==> config.mk <==
export PLATFORM = sky130hd
export DESIGN_NAME = scanned_channel_ema_smoother
export DESIGN_NICKNAME = d
export VERILOG_FILES = /design/src/hw/rtl/sces_pkg.sv /design/src/hw/rtl/sces_chan_acc.sv /design/src/hw/rtl/scanned_channel_ema_smoother.sv
export VERILOG_INCLUDE_DIRS = /design/src /design/src/hw/rtl
export SDC_FILE = /design/constraint.sdc
export NUM_CORES = 1
export LEC_CHECK = 0
export ABC_AREA = 1
export BUFFER_PORTS_ARGS = -buffer_cell sky130_fd_sc_hd__buf_4
export CELL_PAD_IN_SITES_DETAIL_PLACEMENT = 1
export CELL_PAD_IN_SITES_GLOBAL_PLACEMENT = 1
export CORE_MARGIN = 1.5
export CORE_UTILIZATION = 40
export DETAILED_ROUTE_END_ITERATION = 16
export PLACE_DENSITY_LB_ADDON = 0.1
export SLEW_MARGIN = 40
export SYNTH_ARGS = -nofsm -noshare
export SYNTH_HDL_FRONTEND = slang
export SYNTH_HIERARCHICAL = 1
export SYNTH_SLANG_ARGS = --single-unit
==> constraint.sdc <==
create_clock -name i_clk -period 4.25 [get_ports i_clk]
set_clock_uncertainty 0.2 [all_clocks]
set_input_delay 0.2125 -clock i_clk [delete_from_list [all_inputs] [get_ports i_clk]]
set_output_delay 0.2125 -clock i_clk [all_outputs]
set_load 0.03 [all_outputs]
==> src/hw/rtl/scanned_channel_ema_smoother_macros.svh <==
// assertion macros for the scanned channel smoother
`ifndef SCANNED_CHANNEL_EMA_SMOOTHER_MACROS_SVH
`define SCANNED_CHANNEL_EMA_SMOOTHER_MACROS_SVH

`ifndef SYNTHESIS

// same-cycle implication
`define SCES_ASSERT_IMPL(label, clk, rst_n, ante, cons) \
    label: assert property (@(posedge clk) disable iff (!rst_n) (ante) |-> (cons)) \
        else $error("assertion failed");

// next-cycle implication
`define SCES_ASSERT_NEXT(label, clk, rst_n, ante, cons) \
    label: assert property (@(posedge clk) disable iff (!rst_n) (ante) |=> (cons)) \
        else $error("assertion failed");

`else

`define SCES_ASSERT_IMPL(label, clk, rst_n, ante, cons)
`define SCES_ASSERT_NEXT(label, clk, rst_n, ante, cons)

`endif

`endif

==> src/hw/rtl/sces_pkg.sv <==
// shared types and constants for the scanned channel smoother
package sces_pkg;

    localparam int NUM_CHANNELS = 8;
    localparam int SMOOTH_SHIFT = 9;
    localparam int SAMPLE_BITS  = 12;
    localparam int ACC_BITS     = SAMPLE_BITS + SMOOTH_SHIFT;

    // fixed field widths of the stream items
    localparam int POS_W        = 3;
    localparam int SMOOTH_W     = 12;
    localparam int SEL_W        = 5;
    localparam int NUM_SCAN     = 8;
    localparam int CFG_IDX_W    = 3;

    localparam int IN_TDATA_W   = 16;
    localparam int OUT_ITEM_W   = POS_W + SMOOTH_W + SEL_W;
    localparam int OUT_TDATA_W  = 24;

    localparam logic [SEL_W-1:0] SCAN_RESET [NUM_SCAN] = '{
        5'd16, 5'd17, 5'd18, 5'd19, 5'd20, 5'd21, 5'd29, 5'd30
    };

    typedef logic [POS_W-1:0] t_pos;

    // result of one accumulator update
    typedef struct packed {
        t_pos                pos;
        t_pos                next_pos;
        logic [SMOOTH_W-1:0] smoothed;
    } t_acc_res;

    // output item, first field in the high bits
    typedef struct packed {
        logic [SEL_W-1:0]    next_input_select;
        logic [SMOOTH_W-1:0] smoothed_value;
        t_pos                channel_index;
    } t_out_item;

endpackage

==> src/hw/rtl/sces_chan_acc.sv <==
// per-channel accumulators, scan position and the smoothing update
module sces_chan_acc (
    input  logic                              i_clk,
    input  logic                              i_rst_n,
    input  logic                              i_upd,
    input  logic [sces_pkg::SAMPLE_BITS-1:0]  i_sample,
    output sces_pkg::t_acc_res                o_res
);

    logic [sces_pkg::ACC_BITS-1:0] r_acc [sces_pkg::NUM_CHANNELS];
    sces_pkg::t_pos                r_pos;

    logic [sces_pkg::ACC_BITS-1:0] cur_acc;
    logic [sces_pkg::ACC_BITS:0]   sum_acc;
    logic [sces_pkg::ACC_BITS-1:0] n_acc;
    sces_pkg::t_pos                n_pos;

    always_comb begin
        cur_acc = r_acc[r_pos];
        // acc + sample - (acc >> shift), one extra bit for the carry
        sum_acc = {1'b0, cur_acc}
                + {{(sces_pkg::ACC_BITS + 1 - sces_pkg::SAMPLE_BITS){1'b0}}, i_sample}
                - {{(sces_pkg::SMOOTH_SHIFT + 1){1'b0}},
                   cur_acc[sces_pkg::ACC_BITS-1:sces_pkg::SMOOTH_SHIFT]};
        n_acc   = sum_acc[sces_pkg::ACC_BITS-1:0];
        if (r_pos >= sces_pkg::t_pos'(sces_pkg::NUM_CHANNELS - 1)) begin
            n_pos = '0;
        end else begin
            n_pos = r_pos + 1'b1;
        end
        o_res.pos      = r_pos;
        o_res.next_pos = n_pos;
        o_res.smoothed = sces_pkg::SMOOTH_W'(n_acc >> sces_pkg::SMOOTH_SHIFT);
    end

    always_ff @(posedge i_clk) begin
        if (!i_rst_n) begin
            r_pos <= '0;
            for (int i = 0; i < sces_pkg::NUM_CHANNELS; i++) begin
                r_acc[i] <= '0;
            end
        end else if (i_upd) begin
            r_pos        <= n_pos;
            r_acc[r_pos] <= n_acc;
        end
    end

endmodule

==> src/hw/rtl/scanned_channel_ema_smoother.sv <==
// top level of the scanned channel exponential smoother
//
// one raw converter sample enters per transaction on the s_axis side and
// belongs to the channel at the current scan position (0..7, wrapping).
// that channel's accumulator becomes acc + sample - (acc >> 9) and one
// result leaves on the m_axis side: scan position, acc >> 9 and the
// converter input to select for the next conversion, read from the scan
// table written over the cfg port (index 0..7, one 5-bit entry each).
// the result is registered into the output stage; a new sample can be
// taken every cycle while s_axis_tready is high, with a read-modify-write
// of the accumulator bank for each accepted sample.
// the output side has a main register and a skid register, so s_axis_tready
// is registered and stays high while one result waits; it drops once two
// results are held and rises again when the receiver takes one.
// reset clears the accumulators, the scan position and the output stage,
// and loads the scan table with its default inputs (16..21, 29, 30).
// the scan table is meant to be written only while the block is idle.
`include "scanned_channel_ema_smoother_macros.svh"

module scanned_channel_ema_smoother (
    input  logic                                i_clk,
    input  logic                                i_rst_n,
    // cfg write port
    input  logic                                i_cfg_we,
    input  logic [sces_pkg::CFG_IDX_W-1:0]      i_cfg_idx,
    input  logic [sces_pkg::SEL_W-1:0]          i_cfg_wdata,
    // input stream
    input  logic                                s_axis_tvalid,
    output logic                                s_axis_tready,
    input  logic [sces_pkg::IN_TDATA_W-1:0]     s_axis_tdata,  // [11:0] sample
    // output stream
    output logic                                m_axis_tvalid,
    input  logic                                m_axis_tready,
    // [2:0] channel_index, [14:3] smoothed_value, [19:15] next_input_select
    output logic [sces_pkg::OUT_TDATA_W-1:0]    m_axis_tdata
);

    logic [sces_pkg::SEL_W-1:0] r_scan [sces_pkg::NUM_SCAN];

    sces_pkg::t_acc_res  acc_res;
    sces_pkg::t_out_item n_item;
    sces_pkg::t_out_item r_out;
    sces_pkg::t_out_item r_skid;
    logic                r_out_valid;
    logic                r_skid_valid;
    logic                in_xfer;
    logic                out_xfer;

    assign s_axis_tready = !r_skid_valid;
    assign in_xfer       = s_axis_tvalid && s_axis_tready;
    assign out_xfer      = r_out_valid && m_axis_tready;

    sces_chan_acc u_chan_acc (
        .i_clk    (i_clk),
        .i_rst_n  (i_rst_n),
        .i_upd    (in_xfer),
        .i_sample (s_axis_tdata[sces_pkg::SAMPLE_BITS-1:0]),
        .o_res    (acc_res)
    );

    always_comb begin
        n_item.channel_index     = acc_res.pos;
        n_item.smoothed_value    = acc_res.smoothed;
        n_item.next_input_select = r_scan[acc_res.next_pos];
    end

    // scan table
    always_ff @(posedge i_clk) begin
        if (!i_rst_n) begin
            for (int i = 0; i < sces_pkg::NUM_SCAN; i++) begin
                r_scan[i] <= sces_pkg::SCAN_RESET[i];
            end
        end else if (i_cfg_we) begin
            r_scan[i_cfg_idx] <= i_cfg_wdata;
        end
    end

    // output register plus skid
    always_ff @(posedge i_clk) begin
        if (!i_rst_n) begin
            r_out_valid  <= 1'b0;
            r_skid_valid <= 1'b0;
        end else if (out_xfer) begin
            if (r_skid_valid) begin
                r_out        <= r_skid;
                r_skid_valid <= 1'b0;
            end else if (in_xfer) begin
                r_out       <= n_item;
            end else begin
                r_out_valid <= 1'b0;
            end
        end else if (in_xfer) begin
            if (!r_out_valid) begin
                r_out       <= n_item;
                r_out_valid <= 1'b1;
            end else begin
                r_skid       <= n_item;
                r_skid_valid <= 1'b1;
            end
        end
    end

    assign m_axis_tvalid = r_out_valid;
    assign m_axis_tdata  = {{(sces_pkg::OUT_TDATA_W - sces_pkg::OUT_ITEM_W){1'b0}}, r_out};

    `SCES_ASSERT_IMPL(a_skid_needs_main, i_clk, i_rst_n, r_skid_valid, r_out_valid)
    `SCES_ASSERT_NEXT(a_stall_fills_skid, i_clk, i_rst_n, in_xfer && r_out_valid && !m_axis_tready, r_skid_valid && r_out_valid)
    `SCES_ASSERT_NEXT(a_cfg_write_lands, i_clk, i_rst_n, i_cfg_we, r_scan[$past(i_cfg_idx)] == $past(i_cfg_wdata))
    `SCES_ASSERT_NEXT(a_idle_holds_out, i_clk, i_rst_n, r_out_valid && !m_axis_tready, r_out_valid && $stable(r_out))

endmodule
## Word level (Yosys, flattened, before mapping)

Memory sizes are Yosys's and may differ from the RTL's. A register that Yosys moved wholly into a read port is not among the register bits.
Index checks and enable logic that the tools add are counted.

| storage, ports and cells | value |
|---|---|
| register bits after elaboration | 45 |
| bits in latches | 0 |
| RAM bits | 208 |
| memory bits (read-only) | 0 |
| input bits | 29 |
| output and inout port bits | 26 |
| logic and storage cells | 57 |
| memories | 2 |

Memory list:

| memory | words | width | read ports | clocked after Yosys merged registers in | wr ports | RTL line | text |
|---|---|---|---|---|---|---|---|
| u_chan_acc.r_acc | 8 | 21 | 1 | 1 | 8 | sces_chan_acc.sv:10 | `logic [sces_pkg::ACC_BITS-1:0] r_acc [sces_pkg::NUM_CHANNELS];` |
| r_scan | 8 | 5 | 1 | 0 | 8 | scanned_channel_ema_smoother.sv:38 | `logic [sces_pkg::SEL_W-1:0] r_scan [sces_pkg::NUM_SCAN];` |

| cells by class | value |
|---|---|
| add/subtract/negate cells | 3 |
| $mul | 0 |
| div/mod/pow operators | 0 |
| $lt $le $gt $ge | 1 |
| eq/ne operators | 3 |
| shift-type cells | 0 |
| muxes and demuxes | 25 |
| bitwise logic cells | 2 |
| reduce and logical (&&, ||, !) cells | 12 |

Operators by type and width:

| kind | number |
|---|---|
| $mux 20 | 5 |
| $add 21x12->21 | 1 |
| $mux 21 | 1 |
| $reduce_or 21->1 | 1 |
| $sub 21x12->21 | 1 |
| $mux 3 | 5 |
| $mux 1 | 13 |
| $reduce_and 4->1 | 2 |
| $mux 5 | 1 |
| $reduce_or 5->1 | 1 |
| $ne 2x2->1 const B | 2 |
| $reduce_bool 2->1 | 2 |
| $add 3x1->3 const B | 1 |
| $ge 3x3->1 const B | 1 |
| $reduce_and 3->1 | 1 |
| $logic_and 1x1->1 | 2 |
| $ne 2x1->1 const B | 1 |
| $not 1->1 | 2 |
| $reduce_and 2->1 | 1 |
| $reduce_or 2->1 | 1 |
| $logic_not 1->1 | 1 |

## Depth between registers and ports, before layout

Gate-level depths: netlist of run 1.

| logic depth | value |
|---|---|
| depth after elaboration | 7 |
| depth in mapped cells | 26 |
| gate-level depth less buffers | 23 |

## Modules after synthesis

Netlist of run 1, hierarchy kept.

By module, submodules not included:

| module | instances | cells each | area each (um^2) | sequential area each (um^2) |
|---|---|---|---|---|
| sces_chan_acc | 1 | 1044 | 9439.1 | 5165.0 |
| scanned_channel_ema_smoother | 1 | 367 | 3657.3 | 2442.3 |

## Worst setup path before layout of run 1

OpenSTA, ideal clock, no wires.

| path | value |
|---|---|
| path kind | reg-to-reg |
| from | reg with a tool-made name |
| to | reg r_out, in the netlist m_axis_tdata[14] (data pin) |
| library setup time | 252 ps |
| arrival | 3149 ps |
| data required time | 3798 ps |
| slack | 649 ps |
| stages on the path, launching flop included | 27 |
| path buffers | 4 |
| clock period less this slack | 3601 ps |
| cell sequence | dfxtp_1 inv_2 buf_6 buf_6 buf_2 nor2_1 o22ai_1 nand2_1 o21ai_1 inv_1 fa_1 inv_1 ha_1 nand2_2 inv_1 nand2_1 and2_1 nand2_1 nand2_1 nand2_1 nor2_1 nand2_2 nand2_4 inv_2 buf_4 nand2_1 nand2_1 |

RTL lines:

| element | RTL line | text |
|---|---|---|
| to (signal assigned) | scanned_channel_ema_smoother.sv:85 | `r_out <= r_skid;` |
| to (signal assigned) | scanned_channel_ema_smoother.sv:88 | `r_out <= n_item;` |
| to (signal assigned) | scanned_channel_ema_smoother.sv:94 | `r_out <= n_item;` |
| to (decl) | scanned_channel_ema_smoother.sv:42 | `sces_pkg::t_out_item r_out;` |

==> results.py, run 1 <==
metrics = {
    "outcome": {
        "outcome": "complete, no violations",
    },
    "global_routing": {
        "grt_pass1_wl_um": 61100,
        "grt_overflow": 0,
        "antenna_found_initial": 0,
        "grtUsageTotal": 0.241,
        "grt_max_degree": 57,
        "grt_pass1_vias": 10765,
    },
    "worst_setup_path": {
        "worst_r2r_path_depth": 19,
        "cp.required_ns": 4.36,
        "worstPathArrival_ns": 4.09,
        "worst-path-max-fanout": 21,
        "cp-start-kind": "flip-flop",
        "worstPathCellList": "inv_2 -> buf_6 -> buf_4 -> o21ai_0 -> o221ai_1 -> o21ai_0 -> fa_1 -> inv_1 -> ha_1 -> nand2_1 -> nand2_1 -> a21boi_2 -> nor2_1 -> nor2_1 -> nand3b_1 -> nand2_2 -> inv_1 -> nand2_1 -> nand2_1",
        "crit_type": "reg -> reg",
        "critPathMaxStageDelay_ns": 0.55,
        "r2r_slack_ns": 0.27,
        "r2r_end": "m_axis_tdata[9]",
        "slowest_stage": "fa_1",
        "end_kind": "flip-flop",
        "crit_buf_inv": 5,
        "path_common_cell": "nand2_1",
        "crit_family": "adder cells",
    },
    "timing": {
        "relSlewSlack": 0.577,
        "worst_slew_pin_slew_ns": 0.634,
        "rsz0062_at_grt": "yes",
        "finalCritPeriodShare": 0.936,
        "clock.fmax_mhz": 251,
        "fin_crit_ns": 3.98,
        "setup_viol": 0,
        "hold_violations": 0,
        "report.final.slew_viol_count": 0,
    },
    "job": {
        "cap_violations": 0,
    },
    "clock_network": {
        "clk_pin_slew_worst_paths_ns": 0.06,
        "worstSkewPairLatency_ns": 0.56,
        "max-clock-path-buffers": 3,
        "post-cts-setup-buffer-count": 0,
        "root_buffer": "clkbuf_16",
        "cts_tree": "yes",
        "clkSinkCount": 256,
        "numCtsBuffers": 28,
        "htreeDepth": 1,
    },
    "drt": {
        "totalWireLength_um": 38900,
        "routedWlPerCell_um": 19.4,
        "firstDrtPassIters": 4,
        "route.detailed.drc": 0,
        "vias": 10134,
        "met1Wirelength_um": 16700,
        "drt-initial-drc-count": 491,
        "route.met3.wl_um": 1400,
        "topRoutingLayerUsed": "met4",
        "route.met2.wl_um": 19400,
        "antenna_left": 0,
        "vias_per_cell": 5.07,
    },
    "die": {
        "die_h_um": 184,
        "start_util": 0.405,
        "fp-row-count": 66,
        "core-area_sq_mm": 0.0324,
        "ios": 55,
        "fp.dieArea_sq_mm": 0.0338,
        "die_w_um": 184,
    },
    "final_layout": {
        "antenna_cells": 0,
        "fin_nets": 1600,
        "final_cell_mix": "299 x nand2_1, 288 x nor2_1, 248 x edfxtp_1",
        "stdcell_count": 2000,
        "fillers": 3776,
        "area_growth_pct": 19.2,
        "layout_commonest_cell": "nand2_1",
        "drive_above_1_share": 0.159,
    },
    "logic_synthesis": {
        "syn_avg_cell_area_sq_um": 9.28,
        "synth_cell_types": 38,
        "synth_cells": 1411,
        "netlist_area_sq_mm": 0.0131,
        "seq_area_frac_synth": 0.581,
        "synth_warnings": 6,
        "ys_ff_latch": 256,
    },
    "placed_design": {
        "portBuffers": 46,
        "dp_hpwl_um": 25300,
        "place_congestion": 0.812,
        "dp_cells": 1928,
    },
    "power": {
        "total_power_uw": 9880,
        "ir_drop_uv": 357,
        "leakagePower_uw": 0.00669,
        "power-per-cell-area_mw_per_mm2": 633,
    },
    "min_path": {
        "min-delay-start": "i_cfg_we",
        "holdPathStages": 6,
        "worstHoldEndpoint": "r_scan[4][4]",
        "hp-class": "in -> reg",
    },
}
-- sequential cells by signal (all words and copies together), names as in the netlist, named ones only --
register	flops
m_axis_tdata	20
r_skid	20
u_chan_acc/r_pos	3
m_axis_tvalid	1
u_chan_acc/r_acc	168
r_scan	40
r_skid_valid	1
-- layer usage --
layer / GRT usage / up-vias
li1: - / 4821
met1: 0.310 / 5049
met2: 0.425 / 196
met3: 0.0265 / 68
met4: 0.0751 / 0
met5: 0 / -
-- logic make-up after synthesis --
kind of cell,count (synthesis),synth area share
and+or+nand+nor,695,0.218
DFF,256,0.581
buffers and inverters,251,0.0818
AOI/OAI and AO/OA,164,0.0700
adders and majority gates,35,0.0403
xor gates and xnor gates,9,0.00831
other,1,0.000286
-- power breakdown --
part / internal (uW) / switching [uW] / leakage, uW
sequential: 3060 / 62.5 / 0.00257
clock: 1340 / 1010 / 0.000427
combinational: 1730 / 2670 / 0.00369
-- cells in the mapped netlist --
master	count	area (sq um)
o21bai_1	4	30.0
nand3b_1	7	52.6
o21ai_1	18	90.1
o21ai_0	83	415
fa_1	12	240
xor2_1	3	26.3
nor3_1	2	10.0
inv_1	164	616
nand3_2	4	40.0
nand2_1	299	1120
nand2_4	1	11.3
inv_2	12	45.0
o22ai_1	29	181
nor2_4	4	45.0
nand4_1	3	18.8
clkinv_1	1	3.75
nand3_1	48	240
clkbuf_1	28	105
ha_1	23	288
nor2_1	290	1090
conb_1	1	3.75
xnor2_2	4	65.1
nor4_1	2	12.5
a21o_1	1	7.51
buf_4	22	165
buf_1	2	7.51
a21oi_1	17	85.1
a21boi_2	1	11.3
buf_2	19	95.1
and2_1	6	37.5
xnor2_1	2	17.5
dfxtp_1	8	160
o221ai_1	9	78.8
nor2_2	14	87.6
nand2_2	15	93.8
buf_6	3	33.8
o21ai_2	2	17.5
edfxtp_1	248	7450
-- layout make-up --
type	instances	area [sq um]	area share
inverter	177	667	0.0427
multi-input combinational	907	4440	0.285
sequential	256	7610	0.487
clock inverter	17	163	0.0104
clock buffer	35	727	0.0466
timing repair buffer	166	1450	0.0929
tap	442	553	0.0354
-- through the flow --
stage / instance area, sq um / worst slack [ns] / utilization / setup TNS (ns) / hold slack [ns]
2_1_floorplan: 13100 / 0.649 / - / 0 / 0.159
3_3_place_gp: 14500 / 0.195 / 0.448 / 0 / 0.311
3_5_place_dp: 14500 / 0.0766 / 0.448 / 0 / 0.310
4_1_cts: 15600 / 0.0780 / 0.482 / 0 / 0.0470
5_1_grt: 15600 / -0.00651 / 0.482 / -0.00760 / 0.114
6_report: 15600 / 0.271 / 0.482 / 0 / 0.0683
-- how the worst max path moves through the flow --
| stage | from | endpoint | slack, ns | depth (start not counted) |
|---|---|---|---|---|
| 2_1_floorplan | flip-flop | m_axis_tdata[14] | 0.65 | 26 |
| 3_3_place_gp | flip-flop | m_axis_tdata[14] | 0.19 | 21 |
| 3_5_place_dp | flip-flop | m_axis_tdata[9] | 0.08 | 21 |
| 4_1_cts | flip-flop | m_axis_tdata[9] | 0.08 | 21 |
| 5_1_grt | flip-flop | m_axis_tdata[9] | -0.007 | 20 |
| 6_report | flip-flop | m_axis_tdata[9] | 0.27 | 19 |
-- repair_timing --
| action | 4_1_cts | 5_1_grt |
|---|---|---|
| hold buffers | 20 | 0 |
| hold endpoints to repair | 47 | 0 |
| setup endpoints to repair | 0 | 68 |
| gates resized for setup | 0 | 7 |
-- worst reg2reg max path, cell delays in order, from the launching register on --
cell,delay [ns]
dfxtp_1,0.37
inv_2,0.20
buf_6,0.27
buf_4,0.18
o21ai_0,0.07
o221ai_1,0.14
o21ai_0,0.19
fa_1,0.55
inv_1,0.04
ha_1,0.34
nand2_1,0.09
nand2_1,0.09
a21boi_2,0.20
nor2_1,0.08
nor2_1,0.16
nand3b_1,0.12
nand2_2,0.20
inv_1,0.11
nand2_1,0.08
nand2_1,0.06
Power figures use the tool's default switching activity.
==> run 2, diff against run 1 <==
--- a/config.mk
+++ b/config.mk
@@ -6,7 +6,6 @@
 export SDC_FILE = /design/constraint.sdc
 export NUM_CORES = 1
 export LEC_CHECK = 0
-export ABC_AREA = 1
 export BUFFER_PORTS_ARGS = -buffer_cell sky130_fd_sc_hd__buf_4
 export CELL_PAD_IN_SITES_DETAIL_PLACEMENT = 1
 export CELL_PAD_IN_SITES_GLOBAL_PLACEMENT = 1
==> results.py, run 2 <==
metrics = {
    "final_layout": {
        "largest_register": "u_chan_acc/r_acc",
        "drive_above_1_share": 0.361,
        "stdcell_count": 1662,
        "largest_registers": "u_chan_acc/r_acc (168), r_scan (40)",
        "layout_commonest_cell": "edfxtp_1",
        "fin_nets": 1263,
        "antenna_cells": 0,
        "largest_reg_flops": 168,
        "final_cell_mix": "248 x edfxtp_1, 166 x buf_4, 150 x nor2_1",
        "design_area_sq_mm": 0.0168,
        "post-route-util": 0.518,
        "area_growth_pct": 27.9,
        "fillers": 3320,
    },
    "drt": {
        "routedWlPerCell_um": 23.3,
        "antenna_left": 0,
        "firstDrtPassIters": 5,
        "vias_per_cell": 5.30,
        "drt-initial-drc-count": 517,
        "totalWireLength_um": 38600,
        "vias": 8812,
        "route.detailed.drc": 0,
    },
    "logic_synthesis": {
        "seq_area_frac_synth": 0.580,
        "synthArstFlopShare": 0,
        "syn_avg_cell_area_sq_um": 12.8,
        "ys_ff_latch": 256,
        "synth_top_area_cell": "edfxtp_1",
        "synth_common_cells": "248 x edfxtp_1, 174 x nor2_1, 67 x inv_1, 60 x nand2_1, 44 x mux4_2",
        "synth-main-ff-cell": "edfxtp_1",
        "synth.area.top_cells": "edfxtp_1 57%, mux4_2 7.6%, nor2_1 5.0%",
        "synth_edf_count": 248,
        "synth-adder-area-share": 0.0403,
        "synth.most_common_cell": "edfxtp_1",
        "netlist_area_sq_mm": 0.0131,
        "synth_compound_area_frac": 0.0764,
        "synth_top_area_share": 0.568,
        "synth_cells": 1026,
        "yosys.area_share.simple": 0.119,
        "synth_warnings": 6,
        "synth_mux_area_frac": 0.122,
        "synth_top_family_by_area": "multiplexers",
        "synth_cell_types": 73,
        "synth-xor-area-share": 0.0133,
    },
    "timing": {
        "rsz0062_at_grt": "yes",
        "report.final.slew_viol_count": 0,
        "hold-worst-slack_ns": 0.0493,
        "clock.fmax_mhz": 229,
        "fin_crit_ns": 4.36,
        "worst_slew_pin_slew_ns": 0.845,
        "relSlewSlack": 0.431,
        "hold_violations": 0,
        "finalWorstSetupSlack_ns": -0.110,
        "finalCritPeriodShare": 1.03,
        "setup_viol": 20,
    },
    "die": {
        "die_w_um": 184,
        "start_util": 0.405,
        "core-area_sq_mm": 0.0324,
        "fp-row-count": 66,
        "ios": 55,
        "fp.dieArea_sq_mm": 0.0339,
        "die_h_um": 184,
    },
    "clock_network": {
        "clk_pin_slew_worst_paths_ns": 0.06,
        "max-clock-path-buffers": 3,
        "cts_tree": "yes",
        "worstSkewPairLatency_ns": 0.55,
        "clkSinkCount": 256,
        "htreeDepth": 1,
        "numCtsBuffers": 28,
        "root_buffer": "clkbuf_16",
    },
    "power": {
        "leakagePower_uw": 0.00626,
        "ir_drop_uv": 367,
        "power-per-cell-area_mw_per_mm2": 641,
    },
    "placed_design": {
        "placed_area_sq_mm": 0.0148,
        "dp_hpwl_um": 24700,
        "pre_cts_slack_ns": -0.226,
        "portBuffers": 46,
        "place_congestion": 0.821,
        "dp_cells": 1567,
    },
    "global_routing": {
        "grt_overflow": 0,
        "grtUsageTotal": 0.232,
        "grt_pass1_vias": 9220,
        "grt_pass1_wl_um": 57500,
        "grt_max_degree": 32,
        "antenna_found_initial": 0,
    },
    "job": {
        "cap_violations": 0,
    },
    "worst_setup_path": {
        "worstPathArrival_ns": 4.45,
        "cp-start-kind": "flip-flop",
        "critPathMaxStageDelay_ns": 0.51,
        "worst-path-max-fanout": 7,
        "crit_buf_inv": 4,
        "worstPathCellList": "buf_6 -> buf_12 -> mux4_2 -> mux2i_1 -> buf_4 -> fa_2 -> fa_2 -> and2b_2 -> o2111ai_4 -> a211oi_4 -> o211ai_1 -> buf_4 -> nand3_2 -> nand2_2 -> mux2_2",
        "slowest_stage": "mux4_2",
        "cp.required_ns": 4.34,
        "crit_family": "multiplexers",
        "end_kind": "flip-flop",
        "crit_type": "reg -> reg",
    },
    "outcome": {
        "outcome": "complete, but fails checks",
        "violations": "negative setup slack",
    },
    "min_path": {
        "hp-class": "in -> reg",
    },
}
## run 2: cell count changes after synthesis, sizes merged, moves of 18 or more
cell / delta
inv: -109
mux2: +26
mux2i: +31
mux4: +44
nand2: -254
nand3: -40
nor2: -134
o21ai: -69
o22ai: -24
or3: +18
## run 2: routing by layer
metal,part of all wire,track usage
met5,0,0
met4,0.020,0.0489
met3,0.032,0.0244
met2,0.49,0.394
met1,0.45,0.322
## run 2: path summary, 6_finish.rpt
| path | start | to | slack [ns] | depth (start not counted) |
|---|---|---|---|---|
| max | flip-flop | m_axis_tdata[14] | -0.11 | 15 |
| max reg2reg | flip-flop | m_axis_tdata[14] | -0.11 | 15 |
| min reg2reg | r_skid[19] | m_axis_tdata[19] | 0.35 | 2 |
| min | s_axis_tdata[0] | u_chan_acc/r_acc[0][0] | 0.05 | 4 |
## run 2: where the power goes
| group | internal (uW) | leakage, uW | switching (uW) |
|---|---|---|---|
| Sequential | 3070 | 0.00257 | 68.7 |
| Clock | 1430 | 0.000424 | 979 |
| Combinational | 2260 | 0.00327 | 2930 |
## run 2: area by class of cell
cell class | count | area [sq um] | share of cell area
multi-input combinational | 632 | 5530 | 0.330
clock buffer | 41 | 771 | 0.0460
timing repair buffer | 214 | 1910 | 0.114
tap | 442 | 553 | 0.0330
sequential | 256 | 7610 | 0.454
clock inverter | 10 | 125 | 0.00746
inverter | 67 | 254 | 0.0152
## run 2: cells by family (layout without fill, tap and decap cells)
| family | Yosys count | in the layout |
|---|---|---|
| simple gates | 337 | 337 |
| flops | 256 | 256 |
| buf+inv | 141 | 332 |
| compound gates | 136 | 136 |
| mux | 101 | 101 |
| fa+ha+maj | 35 | 35 |
| xor+xnor | 19 | 19 |
| other cells | 1 | 4 |
## run 2: tightest hold or removal path, stage by stage
cell and delay, ns:
buf_4 0.08, ha_2 0.14, inv_1 0.12, nor2_1 0.12
## run 2: timing repair
action,CTS,global route
hold buffers,13,0
hold endpoints to repair,48,0
pin swaps,19,41
buffers inserted,16,23
gates cloned,1,0
resized for setup,56,117
endpoints found under the setup margin,104,109
## run 2: through the flow
stage | total power (uW) | TNS [ns]
2_1_floorplan | 5690 | -0.0148
3_5_place_dp | 7290 | -8.98
5_1_grt | 11300 | -8.25
6_report | 10700 | -1.33
3_3_place_gp | 7250 | -5.07
4_1_cts | 10100 | -1.32
